## src/rtl/core/epwq_pkg.sv

```systemverilog
// Shared widths, register indexes, reset values and types for the eye position qualifier.
package epwq_pkg;

   localparam int X_W       = 13;
   localparam int DEPTH_W   = 12;
   localparam int DLIM_W    = 12;
   localparam int PLIM_W    = 13;
   localparam int DX_W      = X_W + 1;
   localparam int DZ_W      = DEPTH_W + 1;
   localparam int MAG_W     = X_W;
   localparam int SQ_W      = 2 * MAG_W + 1;
   localparam int ROOT_BASE = (SQ_W + 1) / 2;

   localparam int CSR_IDX_W  = 3;
   localparam int CSR_DATA_W = 13;

   localparam logic [CSR_IDX_W-1:0] REG_LIMIT_DEPTH  = 3'd0;
   localparam logic [CSR_IDX_W-1:0] REG_LIMIT_PLANAR = 3'd1;
   localparam logic [CSR_IDX_W-1:0] REG_IDEAL_X      = 3'd2;
   localparam logic [CSR_IDX_W-1:0] REG_IDEAL_Y      = 3'd3;
   localparam logic [CSR_IDX_W-1:0] REG_IDEAL_DEPTH  = 3'd4;

   localparam logic [DLIM_W-1:0]         LIMIT_DEPTH_RST  = 12'd50;
   localparam logic [PLIM_W-1:0]         LIMIT_PLANAR_RST = 13'd50;
   localparam logic signed [X_W-1:0]     IDEAL_X_RST      = -13'sd28;
   localparam logic signed [X_W-1:0]     IDEAL_Y_RST      = 13'sd2;
   localparam logic [DEPTH_W-1:0]        IDEAL_DEPTH_RST  = 12'd480;

   typedef struct packed {
      logic evaluated;
      logic too_far;
      logic too_close;
      logic planar_over;
   } win_flags_type;

endpackage

```

## src/rtl/core/epwq_sqrt.sv

```systemverilog
// Bit-serial floor square root, one root bit per cycle.
module epwq_sqrt #(
   parameter int ROOT_W = 18
) (
   input  logic              clock,
   input  logic              reset,
   input  logic              start,
   input  logic [2*ROOT_W-1:0] radicand,
   output logic              done,
   output logic [ROOT_W-1:0] root
);
   import epwq_pkg::*;

   localparam int RAD_W = 2 * ROOT_W;
   localparam int REM_W = ROOT_W + 1;
   localparam int CNT_W = $clog2(ROOT_W + 1);
   localparam logic [CNT_W-1:0] STEPS = CNT_W'(ROOT_W);
   localparam logic [CNT_W-1:0] LAST  = CNT_W'(1);

   logic [RAD_W-1:0]  rad_ff;
   logic [REM_W-1:0]  rem_ff;
   logic [ROOT_W-1:0] root_ff;
   logic [CNT_W-1:0]  cnt_ff;
   logic              run_ff;
   logic              done_ff;

   logic [REM_W+1:0]  shifted;
   logic [REM_W+2:0]  trial;
   logic              borrow;
   logic [REM_W-1:0]  rem_in;
   logic [ROOT_W-1:0] root_in;

   assign shifted = {rem_ff, rad_ff[RAD_W-1 -: 2]};
   assign trial   = {1'b0, shifted} - {2'b00, root_ff, 2'b01};
   assign borrow  = trial[REM_W+2];
   assign rem_in  = borrow ? shifted[REM_W-1:0] : trial[REM_W-1:0];
   assign root_in = {root_ff[ROOT_W-2:0], ~borrow};

   always_ff @(posedge clock) begin
      done_ff <= 1'b0;
      if (start) begin
         rad_ff  <= radicand;
         rem_ff  <= '0;
         root_ff <= '0;
         cnt_ff  <= STEPS;
         run_ff  <= 1'b1;
      end else if (run_ff) begin
         rad_ff  <= {rad_ff[RAD_W-3:0], 2'b00};
         rem_ff  <= rem_in;
         root_ff <= root_in;
         cnt_ff  <= cnt_ff - LAST;
         if (cnt_ff == LAST) begin
            run_ff  <= 1'b0;
            done_ff <= 1'b1;
         end
      end
      if (reset) begin
         run_ff  <= 1'b0;
         done_ff <= 1'b0;
         cnt_ff  <= '0;
      end
   end

   assign done = done_ff;
   assign root = root_ff;

endmodule

```

## src/rtl/core/epwq_window.sv

```systemverilog
// Sliding window of depth offsets and planar distances with running sums and limit checks.
module epwq_window #(
   parameter int WINDOW    = 20,
   parameter int FRAC_BITS = 4
) (
   input  logic                                 clock,
   input  logic                                 reset,
   input  logic                                 start,
   input  logic signed [epwq_pkg::DZ_W-1:0]     dz,
   input  logic [epwq_pkg::ROOT_BASE+FRAC_BITS-1:0] distance,
   input  logic [epwq_pkg::DLIM_W-1:0]          limit_depth,
   input  logic [epwq_pkg::PLIM_W-1:0]          limit_planar,
   output logic                                 done,
   output epwq_pkg::win_flags_type              flags
);
   import epwq_pkg::*;

   localparam int PD_W    = ROOT_BASE + FRAC_BITS;
   localparam int CNT_W   = $clog2(WINDOW + 1);
   localparam int IDX_W   = (WINDOW > 1) ? $clog2(WINDOW) : 1;
   localparam int DSUM_W  = DZ_W + CNT_W;
   localparam int PSUM_W  = PD_W + CNT_W;
   localparam int ZLIM_W  = DLIM_W + CNT_W;
   localparam int PLIMS_W = PLIM_W + CNT_W + FRAC_BITS;
   localparam int ENTRY_W = DZ_W + PD_W;
   localparam logic [CNT_W-1:0] FULL_CNT = CNT_W'(WINDOW);
   localparam logic [IDX_W-1:0] LAST_IDX = IDX_W'(WINDOW - 1);

   typedef enum logic [1:0] {W_IDLE, W_READ, W_SUM, W_CMP} wstate_type;

   logic [ENTRY_W-1:0] mem [WINDOW];
   logic [ENTRY_W-1:0] rd_ff;

   wstate_type                state_ff;
   logic [CNT_W-1:0]          fill_ff;
   logic [IDX_W-1:0]          oldest_ff;
   logic signed [DSUM_W-1:0]  dsum_ff;
   logic [PSUM_W-1:0]         psum_ff;
   logic signed [DZ_W-1:0]    dz_ff;
   logic [PD_W-1:0]           dist_ff;
   logic [ZLIM_W-1:0]         zlim_ff;
   logic [PLIMS_W-1:0]        plim_ff;
   logic                      done_ff;
   win_flags_type             flags_ff;

   logic                      full;
   logic [IDX_W-1:0]          slot;
   logic [IDX_W-1:0]          oldest_in;
   logic [CNT_W-1:0]          fill_in;
   logic signed [DSUM_W-1:0]  old_dz;
   logic signed [DSUM_W-1:0]  new_dz;
   logic [PSUM_W-1:0]         old_pd;
   logic [PSUM_W-1:0]         new_pd;
   logic signed [DSUM_W-1:0]  dsum_in;
   logic [PSUM_W-1:0]         psum_in;
   logic signed [DSUM_W:0]    dsum_wide;
   logic signed [DSUM_W:0]    zpos;
   logic signed [DSUM_W:0]    zneg;
   logic                      eval_now;
   logic                      far_now;
   logic                      close_now;
   logic                      over_now;

   assign full      = (fill_ff == FULL_CNT);
   assign slot      = full ? oldest_ff : fill_ff[IDX_W-1:0];
   assign oldest_in = full ? ((oldest_ff == LAST_IDX) ? '0 : oldest_ff + IDX_W'(1)) : oldest_ff;
   assign fill_in   = full ? fill_ff : fill_ff + CNT_W'(1);

   assign old_dz  = full ? {{CNT_W{rd_ff[ENTRY_W-1]}}, rd_ff[ENTRY_W-1 -: DZ_W]} : '0;
   assign new_dz  = {{CNT_W{dz_ff[DZ_W-1]}}, dz_ff};
   assign old_pd  = full ? {{CNT_W{1'b0}}, rd_ff[PD_W-1:0]} : '0;
   assign new_pd  = {{CNT_W{1'b0}}, dist_ff};
   assign dsum_in = dsum_ff - old_dz + new_dz;
   assign psum_in = psum_ff - old_pd + new_pd;

   assign dsum_wide = {dsum_ff[DSUM_W-1], dsum_ff};
   assign zpos      = {{(DSUM_W + 1 - ZLIM_W){1'b0}}, zlim_ff};
   assign zneg      = -zpos;
   assign eval_now  = full;
   assign far_now   = eval_now && (dsum_wide > zpos);
   assign close_now = eval_now && !far_now && (dsum_wide < zneg);
   assign over_now  = eval_now && (psum_ff > {{(PSUM_W - PLIMS_W){1'b0}}, plim_ff});

   always_ff @(posedge clock) begin
      rd_ff <= mem[oldest_ff];
      if (state_ff == W_SUM) begin
         mem[slot] <= {dz_ff, dist_ff};
      end
   end

   always_ff @(posedge clock) begin
      done_ff <= 1'b0;
      case (state_ff)
         W_IDLE: begin
            if (start) begin
               dz_ff    <= dz;
               dist_ff  <= distance;
               state_ff <= W_READ;
            end
         end
         W_READ: begin
            zlim_ff  <= ZLIM_W'(32'(limit_depth) * WINDOW);
            plim_ff  <= PLIMS_W'((32'(limit_planar) * WINDOW) << FRAC_BITS);
            state_ff <= W_SUM;
         end
         W_SUM: begin
            dsum_ff   <= dsum_in;
            psum_ff   <= psum_in;
            fill_ff   <= fill_in;
            oldest_ff <= oldest_in;
            state_ff  <= W_CMP;
         end
         W_CMP: begin
            flags_ff.evaluated   <= eval_now;
            flags_ff.too_far     <= far_now;
            flags_ff.too_close   <= close_now;
            flags_ff.planar_over <= over_now;
            done_ff              <= 1'b1;
            if (far_now || close_now || over_now) begin
               dsum_ff   <= '0;
               psum_ff   <= '0;
               fill_ff   <= '0;
               oldest_ff <= '0;
            end
            state_ff <= W_IDLE;
         end
         default: begin
            state_ff <= W_IDLE;
         end
      endcase
      if (reset) begin
         state_ff  <= W_IDLE;
         done_ff   <= 1'b0;
         dsum_ff   <= '0;
         psum_ff   <= '0;
         fill_ff   <= '0;
         oldest_ff <= '0;
      end
   end

   assign done  = done_ff;
   assign flags = flags_ff;

endmodule

```

## src/rtl/core/eye_position_window_qualifier_core.sv

```systemverilog
// Eye position window qualifier: offsets, planar distance root, window checks and flags.
//
//   channel  direction  handshake              payload
//   req      in         req_valid / req_ready  req_eye_x, req_eye_y, req_eye_depth
//   rsp      out        rsp_valid / rsp_ready  rsp_evaluated, rsp_too_* flags
//   csr      in         csr_write_enable       csr_index, csr_data
//
// The square root produces one root bit per cycle.
// Reset clears the window sums and counts and loads the register defaults.
// A waiting result does not block the next transfer; the next item holds
// before its window update until the result register is free.
module eye_position_window_qualifier_core #(
   parameter int WINDOW    = 20,
   parameter int FRAC_BITS = 4
) (
   input  logic                                  clock,
   input  logic                                  reset,
   input  logic                                  req_valid,
   output logic                                  req_ready,
   input  logic signed [epwq_pkg::X_W-1:0]       req_eye_x,
   input  logic signed [epwq_pkg::X_W-1:0]       req_eye_y,
   input  logic [epwq_pkg::DEPTH_W-1:0]          req_eye_depth,
   output logic                                  rsp_valid,
   input  logic                                  rsp_ready,
   output logic                                  rsp_evaluated,
   output logic                                  rsp_too_far,
   output logic                                  rsp_too_close,
   output logic                                  rsp_too_left,
   output logic                                  rsp_too_right,
   output logic                                  rsp_too_up,
   output logic                                  rsp_too_down,
   input  logic                                  csr_write_enable,
   input  logic [epwq_pkg::CSR_IDX_W-1:0]        csr_index,
   input  logic [epwq_pkg::CSR_DATA_W-1:0]       csr_data
);
   import epwq_pkg::*;

   localparam int ROOT_W = ROOT_BASE + FRAC_BITS;
   localparam int RAD_W  = 2 * ROOT_W;

   typedef enum logic [2:0] {
      S_IDLE, S_SQX, S_SQY, S_ROOT_GO, S_ROOT, S_PUSH, S_WIN
   } state_type;

   state_type                  state_ff;
   logic [DLIM_W-1:0]          limit_depth_ff;
   logic [PLIM_W-1:0]          limit_planar_ff;
   logic signed [X_W-1:0]      ideal_x_ff;
   logic signed [X_W-1:0]      ideal_y_ff;
   logic [DEPTH_W-1:0]         ideal_depth_ff;

   logic signed [DX_W-1:0]     dx_ff;
   logic signed [DX_W-1:0]     dy_ff;
   logic signed [DZ_W-1:0]     dz_ff;
   logic [SQ_W-1:0]            sq_ff;

   logic                       rsp_valid_ff;
   logic                       evaluated_ff;
   logic                       far_ff;
   logic                       close_ff;
   logic                       left_ff;
   logic                       right_ff;
   logic                       up_ff;
   logic                       down_ff;

   logic signed [DX_W-1:0]     dx_in;
   logic signed [DX_W-1:0]     dy_in;
   logic signed [DZ_W-1:0]     dz_in;
   logic signed [DX_W-1:0]     d_sel;
   logic [DX_W-1:0]            d_abs;
   logic [MAG_W-1:0]           mag_sel;
   logic [2*MAG_W-1:0]         prod;
   logic [RAD_W-1:0]           radicand;
   logic                       root_start;
   logic                       root_done;
   logic [ROOT_W-1:0]          root;
   logic                       win_start;
   logic                       win_done;
   win_flags_type              win_flags;

   assign dx_in = {req_eye_x[X_W-1], req_eye_x} - {ideal_x_ff[X_W-1], ideal_x_ff};
   assign dy_in = {req_eye_y[X_W-1], req_eye_y} - {ideal_y_ff[X_W-1], ideal_y_ff};
   assign dz_in = {1'b0, req_eye_depth} - {1'b0, ideal_depth_ff};

   assign d_sel   = (state_ff == S_SQX) ? dx_ff : dy_ff;
   assign d_abs   = d_sel[DX_W-1] ? -d_sel : d_sel;
   assign mag_sel = d_abs[MAG_W-1:0];
   assign prod    = mag_sel * mag_sel;

   assign radicand   = RAD_W'(sq_ff) << (2 * FRAC_BITS);
   assign root_start = (state_ff == S_ROOT_GO);
   assign win_start  = (state_ff == S_PUSH) && (!rsp_valid_ff || rsp_ready);
   assign req_ready  = (state_ff == S_IDLE);

   epwq_sqrt #(
      .ROOT_W (ROOT_W)
   ) u_sqrt (
      .clock    (clock),
      .reset    (reset),
      .start    (root_start),
      .radicand (radicand),
      .done     (root_done),
      .root     (root)
   );

   epwq_window #(
      .WINDOW    (WINDOW),
      .FRAC_BITS (FRAC_BITS)
   ) u_window (
      .clock        (clock),
      .reset        (reset),
      .start        (win_start),
      .dz           (dz_ff),
      .distance     (root),
      .limit_depth  (limit_depth_ff),
      .limit_planar (limit_planar_ff),
      .done         (win_done),
      .flags        (win_flags)
   );

   always_ff @(posedge clock) begin
      if (reset) begin
         limit_depth_ff  <= LIMIT_DEPTH_RST;
         limit_planar_ff <= LIMIT_PLANAR_RST;
         ideal_x_ff      <= IDEAL_X_RST;
         ideal_y_ff      <= IDEAL_Y_RST;
         ideal_depth_ff  <= IDEAL_DEPTH_RST;
      end else if (csr_write_enable) begin
         case (csr_index)
            REG_LIMIT_DEPTH:  limit_depth_ff  <= csr_data[DLIM_W-1:0];
            REG_LIMIT_PLANAR: limit_planar_ff <= csr_data[PLIM_W-1:0];
            REG_IDEAL_X:      ideal_x_ff      <= csr_data[X_W-1:0];
            REG_IDEAL_Y:      ideal_y_ff      <= csr_data[X_W-1:0];
            REG_IDEAL_DEPTH:  ideal_depth_ff  <= csr_data[DEPTH_W-1:0];
            default: begin
            end
         endcase
      end
   end

   always_ff @(posedge clock) begin
      if (rsp_valid_ff && rsp_ready) begin
         rsp_valid_ff <= 1'b0;
      end
      case (state_ff)
         S_IDLE: begin
            if (req_valid) begin
               dx_ff    <= dx_in;
               dy_ff    <= dy_in;
               dz_ff    <= dz_in;
               state_ff <= S_SQX;
            end
         end
         S_SQX: begin
            sq_ff    <= SQ_W'(prod);
            state_ff <= S_SQY;
         end
         S_SQY: begin
            sq_ff    <= sq_ff + SQ_W'(prod);
            state_ff <= S_ROOT_GO;
         end
         S_ROOT_GO: begin
            state_ff <= S_ROOT;
         end
         S_ROOT: begin
            if (root_done) begin
               state_ff <= S_PUSH;
            end
         end
         S_PUSH: begin
            if (win_start) begin
               state_ff <= S_WIN;
            end
         end
         S_WIN: begin
            if (win_done) begin
               evaluated_ff <= win_flags.evaluated;
               far_ff       <= win_flags.too_far;
               close_ff     <= win_flags.too_close;
               left_ff      <= win_flags.planar_over && dx_ff[DX_W-1];
               right_ff     <= win_flags.planar_over && !dx_ff[DX_W-1];
               up_ff        <= win_flags.planar_over && dy_ff[DX_W-1];
               down_ff      <= win_flags.planar_over && !dy_ff[DX_W-1];
               rsp_valid_ff <= 1'b1;
               state_ff     <= S_IDLE;
            end
         end
         default: begin
            state_ff <= S_IDLE;
         end
      endcase
      if (reset) begin
         state_ff     <= S_IDLE;
         rsp_valid_ff <= 1'b0;
      end
   end

   assign rsp_valid     = rsp_valid_ff;
   assign rsp_evaluated = evaluated_ff;
   assign rsp_too_far   = far_ff;
   assign rsp_too_close = close_ff;
   assign rsp_too_left  = left_ff;
   assign rsp_too_right = right_ff;
   assign rsp_too_up    = up_ff;
   assign rsp_too_down  = down_ff;

endmodule

```

## config.mk

```make
export PLATFORM = sky130hd
export DESIGN_NAME = eye_position_window_qualifier_core
export DESIGN_NICKNAME = d
export VERILOG_FILES = /design/src/rtl/core/epwq_pkg.sv /design/src/rtl/core/epwq_sqrt.sv /design/src/rtl/core/epwq_window.sv /design/src/rtl/core/eye_position_window_qualifier_core.sv
export SDC_FILE = /design/constraint.sdc
export NUM_CORES = 2
export LEC_CHECK = 0
export BUFFER_PORTS_ARGS = -buffer_cell sky130_fd_sc_hd__buf_2
export CORE_UTILIZATION = 30
export CTS_CLUSTER_DIAMETER = 60
export DETAILED_ROUTE_END_ITERATION = 8
export PLACE_DENSITY = 0.53
export SLEW_MARGIN = 20
export SYNTH_ARGS = -nofsm -noshare
export SYNTH_HDL_FRONTEND = slang
export SYNTH_SLANG_ARGS = --single-unit
export TNS_END_PERCENT = 10
```

## constraint.sdc

```tcl
create_clock -name clock -period 19.9 [get_ports clock]
set_clock_uncertainty 0.05 [all_clocks]
set_input_delay 1.99 -clock clock [delete_from_list [all_inputs] [get_ports clock]]
set_output_delay 1.99 -clock clock [all_outputs]
set_load 0.005 [all_outputs]
```

# Word level (Yosys, flattened, before mapping)
# Memory sizes are Yosys's and may differ from the RTL's. A register that Yosys moved wholly into a read port is not among the register bits.
# Cells that the tools add are included.
[op_classes]
n_addsub = 14
n_mul = 3
magnitude_cmp = 3
eq_ne = 24
n_mux = 38
bitwise = 2
reduce_logical = 37
[op_table]
columns = ["op", "count"]
rows = [
  ["$mux W35", 2],
  ["$mux W18", 3],
  ["$pmux W27 S2", 1],
  ["$pmux W23 S2", 1],
  ["$pmux W18 S2", 1],
  ["$mux W5", 7],
  ["$sub A13 B13 Y14", 2],
  ["$add A27 B26 Y27", 1],
  ["$mul A13 B13 Y26", 1],
  ["$add A23 B18 Y23", 1],
  ["$gt A23 B22 Y1", 1],
  ["$mux W23", 1],
  ["$sub A23 B23 Y23", 1],
  ["$sub A21 B20 Y22", 1],
  ["$pmux W3 S7", 1],
  ["$pmux W5 S2", 2],
  ["$lt A18 B19 Y1", 1],
  ["$mux W19", 1],
  ["$neg A17 Y19", 1],
  ["$add A18 B13 Y18", 1],
  ["$gt A18 B18 Y1", 1],
  ["$reduce_and A2 Y1", 9],
  ["$sub A18 B18 Y18", 1],
  ["$mul A13 B3 Y16 const B", 1],
  ["31 further kinds", 78],
]
[totals]
reg_bits = 334
ram_bits = 620
inputBits = 59
output_inout_bits = 9
elab_cells = 162
n_memories = 1
[memory_table]
columns = ["name", "depth", "word_bits", "rd", "rd_ports_with_merged_regs", "write_ports", "line_no", "rtl"]
rows = [
  ["u_window.mem", 20, 31, 1, 1, 1, "epwq_window.sv:31", "logic [ENTRY_W-1:0] mem [WINDOW];"],
]

# Depth between registers and ports, before layout
[logic_depth]
word_depth = 9
ltp_mapped = 41
depth_no_buf = 38

# Modules after synthesis
# Synthesis repeated with hierarchy kept, for this count alone.
[hier_totals]
hier_cells = 3931
hier_area_um2 = 51460.6
[modules_own_cells]
columns = ["module", "n_inst", "cells_each", "area_each_um2", "seq_area_each_um2"]
rows = [
  ["epwq_window", 1, 2057, 34146.5, 22301.4],
  ["eye_position_window_qualifier_core", 1, 1446, 12888.6, 3593.4],
  ["epwq_sqrt", 1, 428, 4425.5, 1961.9],
]

# Worst setup path after synthesis
# No wires, ideal clock.
[synth_path]
path_kind = "register -> register"
start = "register state_ff[2]"
end = "register sq_ff[25], data pin"
setup_ns = 0.260
t_arrival_ns = 8.695
required_time_ns = 19.590
slack_ns = 10.895
stages_incl_launch_ff = 37
path_buffers = 2
period_less_slack_ns = 9.005
cell_sequence = "dfxtp_1 -> buf_2 -> nor3b_4 -> buf_4 -> mux2i_1 -> ha_1 -> and3_2 -> inv_2 -> o21ai_0 -> xor2_1 -> inv_2 -> nor2_1 -> inv_1 -> fa_1 -> fa_1 -> inv_1 -> fa_1 -> fa_1 -> inv_1 -> fa_1 -> inv_1 -> ha_1 -> or3_1 -> o31a_1 -> a221o_1 -> a21oi_1 -> o21bai_1 -> a21oi_1 -> xnor2_1 -> ha_1 -> and3_1 -> nand3_1 -> a21oi_1 -> nor3b_1 -> o41ai_1 -> xor2_1 -> mux2_2"
[synth_via]
elab_chain_cells = 7
elab_cells_between_ends = 8
cone_classes = "2 x add/sub; 1 x mul; 2 x eq/ne; 3 x mux"
[synth_rtl]
columns = ["item", "line_no", "rtl"]
rows = [
  ["start: declaration", "eye_position_window_qualifier_core.sv:45", "state_type state_ff;"],
  ["start signal: assignment", "eye_position_window_qualifier_core.sv:151", "state_ff <= S_SQX;"],
  ["start signal: assignment", "eye_position_window_qualifier_core.sv:156", "state_ff <= S_SQY;"],
  ["start signal: assignment", "eye_position_window_qualifier_core.sv:160", "state_ff <= S_ROOT_GO;"],
  ["$eq A3 B1 Y1", "eye_position_window_qualifier_core.sv:85, eye_position_window_qualifier_core.sv:145", ""],
  ["$mux W14", "eye_position_window_qualifier_core.sv:85", "assign d_sel = (state_ff == S_SQX) ? dx_ff : dy_ff;"],
  ["$neg A13 Y13", "eye_position_window_qualifier_core.sv:86", "assign d_abs = d_sel[DX_W-1] ? -d_sel : d_sel;"],
  ["$mux W13", "eye_position_window_qualifier_core.sv:86", ""],
  ["$mul A13 B13 Y26", "eye_position_window_qualifier_core.sv:88", "assign prod = mag_sel * mag_sel;"],
  ["$add A27 B26 Y27", "eye_position_window_qualifier_core.sv:159", "sq_ff <= sq_ff + SQ_W'(prod);"],
  ["$pmux W27 S2 (*)", "eye_position_window_qualifier_core.sv:145", "case (state_ff)"],
  ["end signal: assignment", "eye_position_window_qualifier_core.sv:155", "sq_ff <= SQ_W'(prod);"],
  ["end signal: assignment", "eye_position_window_qualifier_core.sv:159", ""],
  ["end: declaration", "eye_position_window_qualifier_core.sv:55", "logic [SQ_W-1:0] sq_ff;"],
]
# Every way passes the cells marked *; elsewhere a longest branch is shown, timed or not.
# A chain may end at the register's enable or synchronous reset.

# Worst setup path in the final report
[layout_path]
start = "register state_ff[0]"
end = "register sq_ff[25], data pin"
# The elaborated chain is that of the path after synthesis.

==> metrics.txt <==
status finished, final reports clean; number of global-route vias before repair 29835; gr ovfl total 0; Synth area leaders edfxtp_1 (47%), mux4_2 (8.3%), dfxtp_1 (7.8%); # hold bufs at CTS 0; Synth top area share 0.4685; die area 170000 um^2; fillcell total 16252; Die Height 412.3 um; clock sinks 985; post-CTS sizing 0; final period utilization 0.5136; Cell Area, Synth 50510 um^2; Fmax 97.84 MHz; syn_area_per_cell 12.93 um^2; Startpoint Class register; std cell rows 150; Slowest-stage cell, CP xor2_1; total track usage 0.1422; syn_nets 4395; Distinct cells, synth 94; Syn-to-layout area delta 13.38%; DP HPWL 77.80 mm; RePlAce Congestion 0.8200; Via Count 29961; most used cell, CP fa_1; Place WS 9.764 ns; actual slew at the worst max-slew pin 1.082 ns; core area 167200 um^2; area of the multi-input gates 20780 um^2; clk root buf clkbuf_16; clk slew on worst S/H paths 0.06 ns; DRT Wirelength 120.9 mm; first-pass GRT wire length 184.1 mm; Storage cell area 27620 um^2; hold crit path type register to register; Post-synth EDFFs 788; initial antenna violation count 6; Critical Path AT 10.64 ns; WL per Instance 19.19 um; Final Hold Viols 0; Top Ports 68; max cap viols 0; DRC Markers 0; CTS buffer count 108; Crit path largest cell delay 0.74 ns; Final ANT Viol Nets 0; Worst setup EP type register; Port Buf Inserts 67; Seq/Total Area, Yosys 0.5466; Async S/R FF share, synth 0; Max Root-Sink Buffers 3; H-tree depth 3; Max-slew headroom 0.2784; CP Max Fanout 22; Seq cells post-synth 985; ys flop type edfxtp_1; DR iter-0 viols 2079; number of cells produced by synthesis 3907; synth warn 0; share of post-route cells with drive strength above 1 0.1394; CTS tree built; post-CTS setup buffers 0; vias per std cell 4.755; Final min period 10.22 ns; largest net degree at the start of global routing 77; later-pin clock latency in the skew report 0.73 ns; RSZ-0062 raised after global routing false; setup TNS 0 ns; die width 412.3 um; CP Class register to register; data required time at the worst endpoint 20.32 ns; DR pass1 iterations 7; Final Max Tran Viols 0; initial core utilization 0.3020; Setup Viol. Count Final 0; post-synth top area cell edfxtp_1; Final WS setup 9.679 ns; nets 4492
==> flip-flops by register name, summed over array words and instances, names as in the netlist, 12 cells and up <==
register	cells
u_window.dz_ff	13
u_window.mem	620
u_sqrt.root	18
ideal_x_ff	13
u_window.rd_ff	31
u_window.psum_ff	23
dz_ff	13
u_sqrt.rad_ff	28
u_sqrt.rem_ff	19
u_window.dist_ff	18
u_window.dsum_ff	18
ideal_y_ff	13
dy_ff	14
limit_depth_ff	12
u_window.plim_ff	16
sq_ff	27
limit_planar_ff	13
ideal_depth_ff	12
dx_ff	14
u_window.zlim_ff	15
==> routing by layer <==
layer  track usage  part of all wire  vias to the layer above
met4       0.03455             0.018                        0
met2        0.2276              0.47                      509
met3       0.02136             0.041                      141
met5             0                 0                        -
met1        0.2013              0.47                    15100
li1              -                 -                    14211
==> worst max-delay path, delay by kind of cell, from the launching register on <==
| family | cells | cell delay, ns |
|---|---|---|
| AND/OR/NAND/NOR | 8 | 1.64 |
| AO/OA/AOI/OAI | 6 | 1.45 |
| adder cells (fa/ha/maj) | 8 | 3.68 |
| flip-flops | 1 | 0.50 |
| buffers and inverters | 6 | 0.60 |
| multiplexers | 2 | 1.00 |
| XOR/XNOR | 3 | 1.04 |
==> cell families (layout without fill, tap and decap cells) <==
family | after synthesis | count (layout) | share of synthesized area
AOI/OAI and AO/OA | 554 | 554 | 0.06867
xor gates and xnor gates | 168 | 168 | 0.02995
adders and majority gates | 429 | 429 | 0.1265
buffers and inverters | 585 | 773 | 0.04501
DFF | 985 | 985 | 0.5466
muxes | 262 | 262 | 0.09897
other | 1 | 3 | 0.00007425
and+or+nand+nor | 923 | 923 | 0.08423
==> cell usage after synthesis, types with 89 or more instances <==
library cell	number
fa_1	136
nor2_1	242
clkbuf_1	89
a21oi_1	196
edfxtp_1	788
mux4_2	186
inv_1	450
o21ai_0	115
ha_1	293
dfxtp_1	197
nand2_1	365
xnor2_1	107
==> worst paths after layout <==
kind / from / end / slack, ns / cells past startpoint
min reg2reg: u_window.flags[3] / rsp_evaluated / 0.37 / 0
max reg2reg: state_ff[0] / sq_ff[25] / 9.68 / 33
max: state_ff[0] / sq_ff[25] / 9.68 / 33
min: u_window.flags[3] / rsp_evaluated / 0.37 / 0
==> placed cells by master (no fill, tap or decap), drive strengths merged, types with 20 or more instances in the layout <==
master / instances
nand2: 368
nor2b: 39
o21a: 20
nor2: 243
xor2: 58
nand3: 33
xnor2: 110
mux2: 36
inv: 469
mux2i: 40
edfxtp: 788
o21bai: 22
clkbuf: 136
ha: 293
a21o: 59
and2: 43
nor3: 69
fa: 136
nand3b: 24
a22oi: 22
nand2b: 26
dfxtp: 197
clkinv: 39
buf: 112
o21ai: 122
a21oi: 198
mux4: 186
==> through the flow <==
stage,cell area [um^2],instances,hold slack [ns],utilization
global route,57260,6300,0.3767,0.3424
global placement,53570,6098,0.3524,0.3203
floorplan,50510,3907,0.3503,-
finish,57260,6301,0.3690,0.3424
CTS,57260,6299,0.3691,0.3424
detailed placement,53570,6098,0.3545,0.3203
==> cell type report <==
cell class | instances | area share
Antenna cell | 2 | 0.00008740
Timing Repair Buffer | 112 | 0.01180
Clock buffer | 136 | 0.05084
Sequential cell | 985 | 0.4824
Multi-Input combinational cell | 2337 | 0.3629
Inverter | 460 | 0.03024
Clock inverter | 65 | 0.01359
Tap cell | 2204 | 0.04816
Power is not shown: default switching activity piles up to over one toggle a cycle in this logic, so the estimate is an artifact.
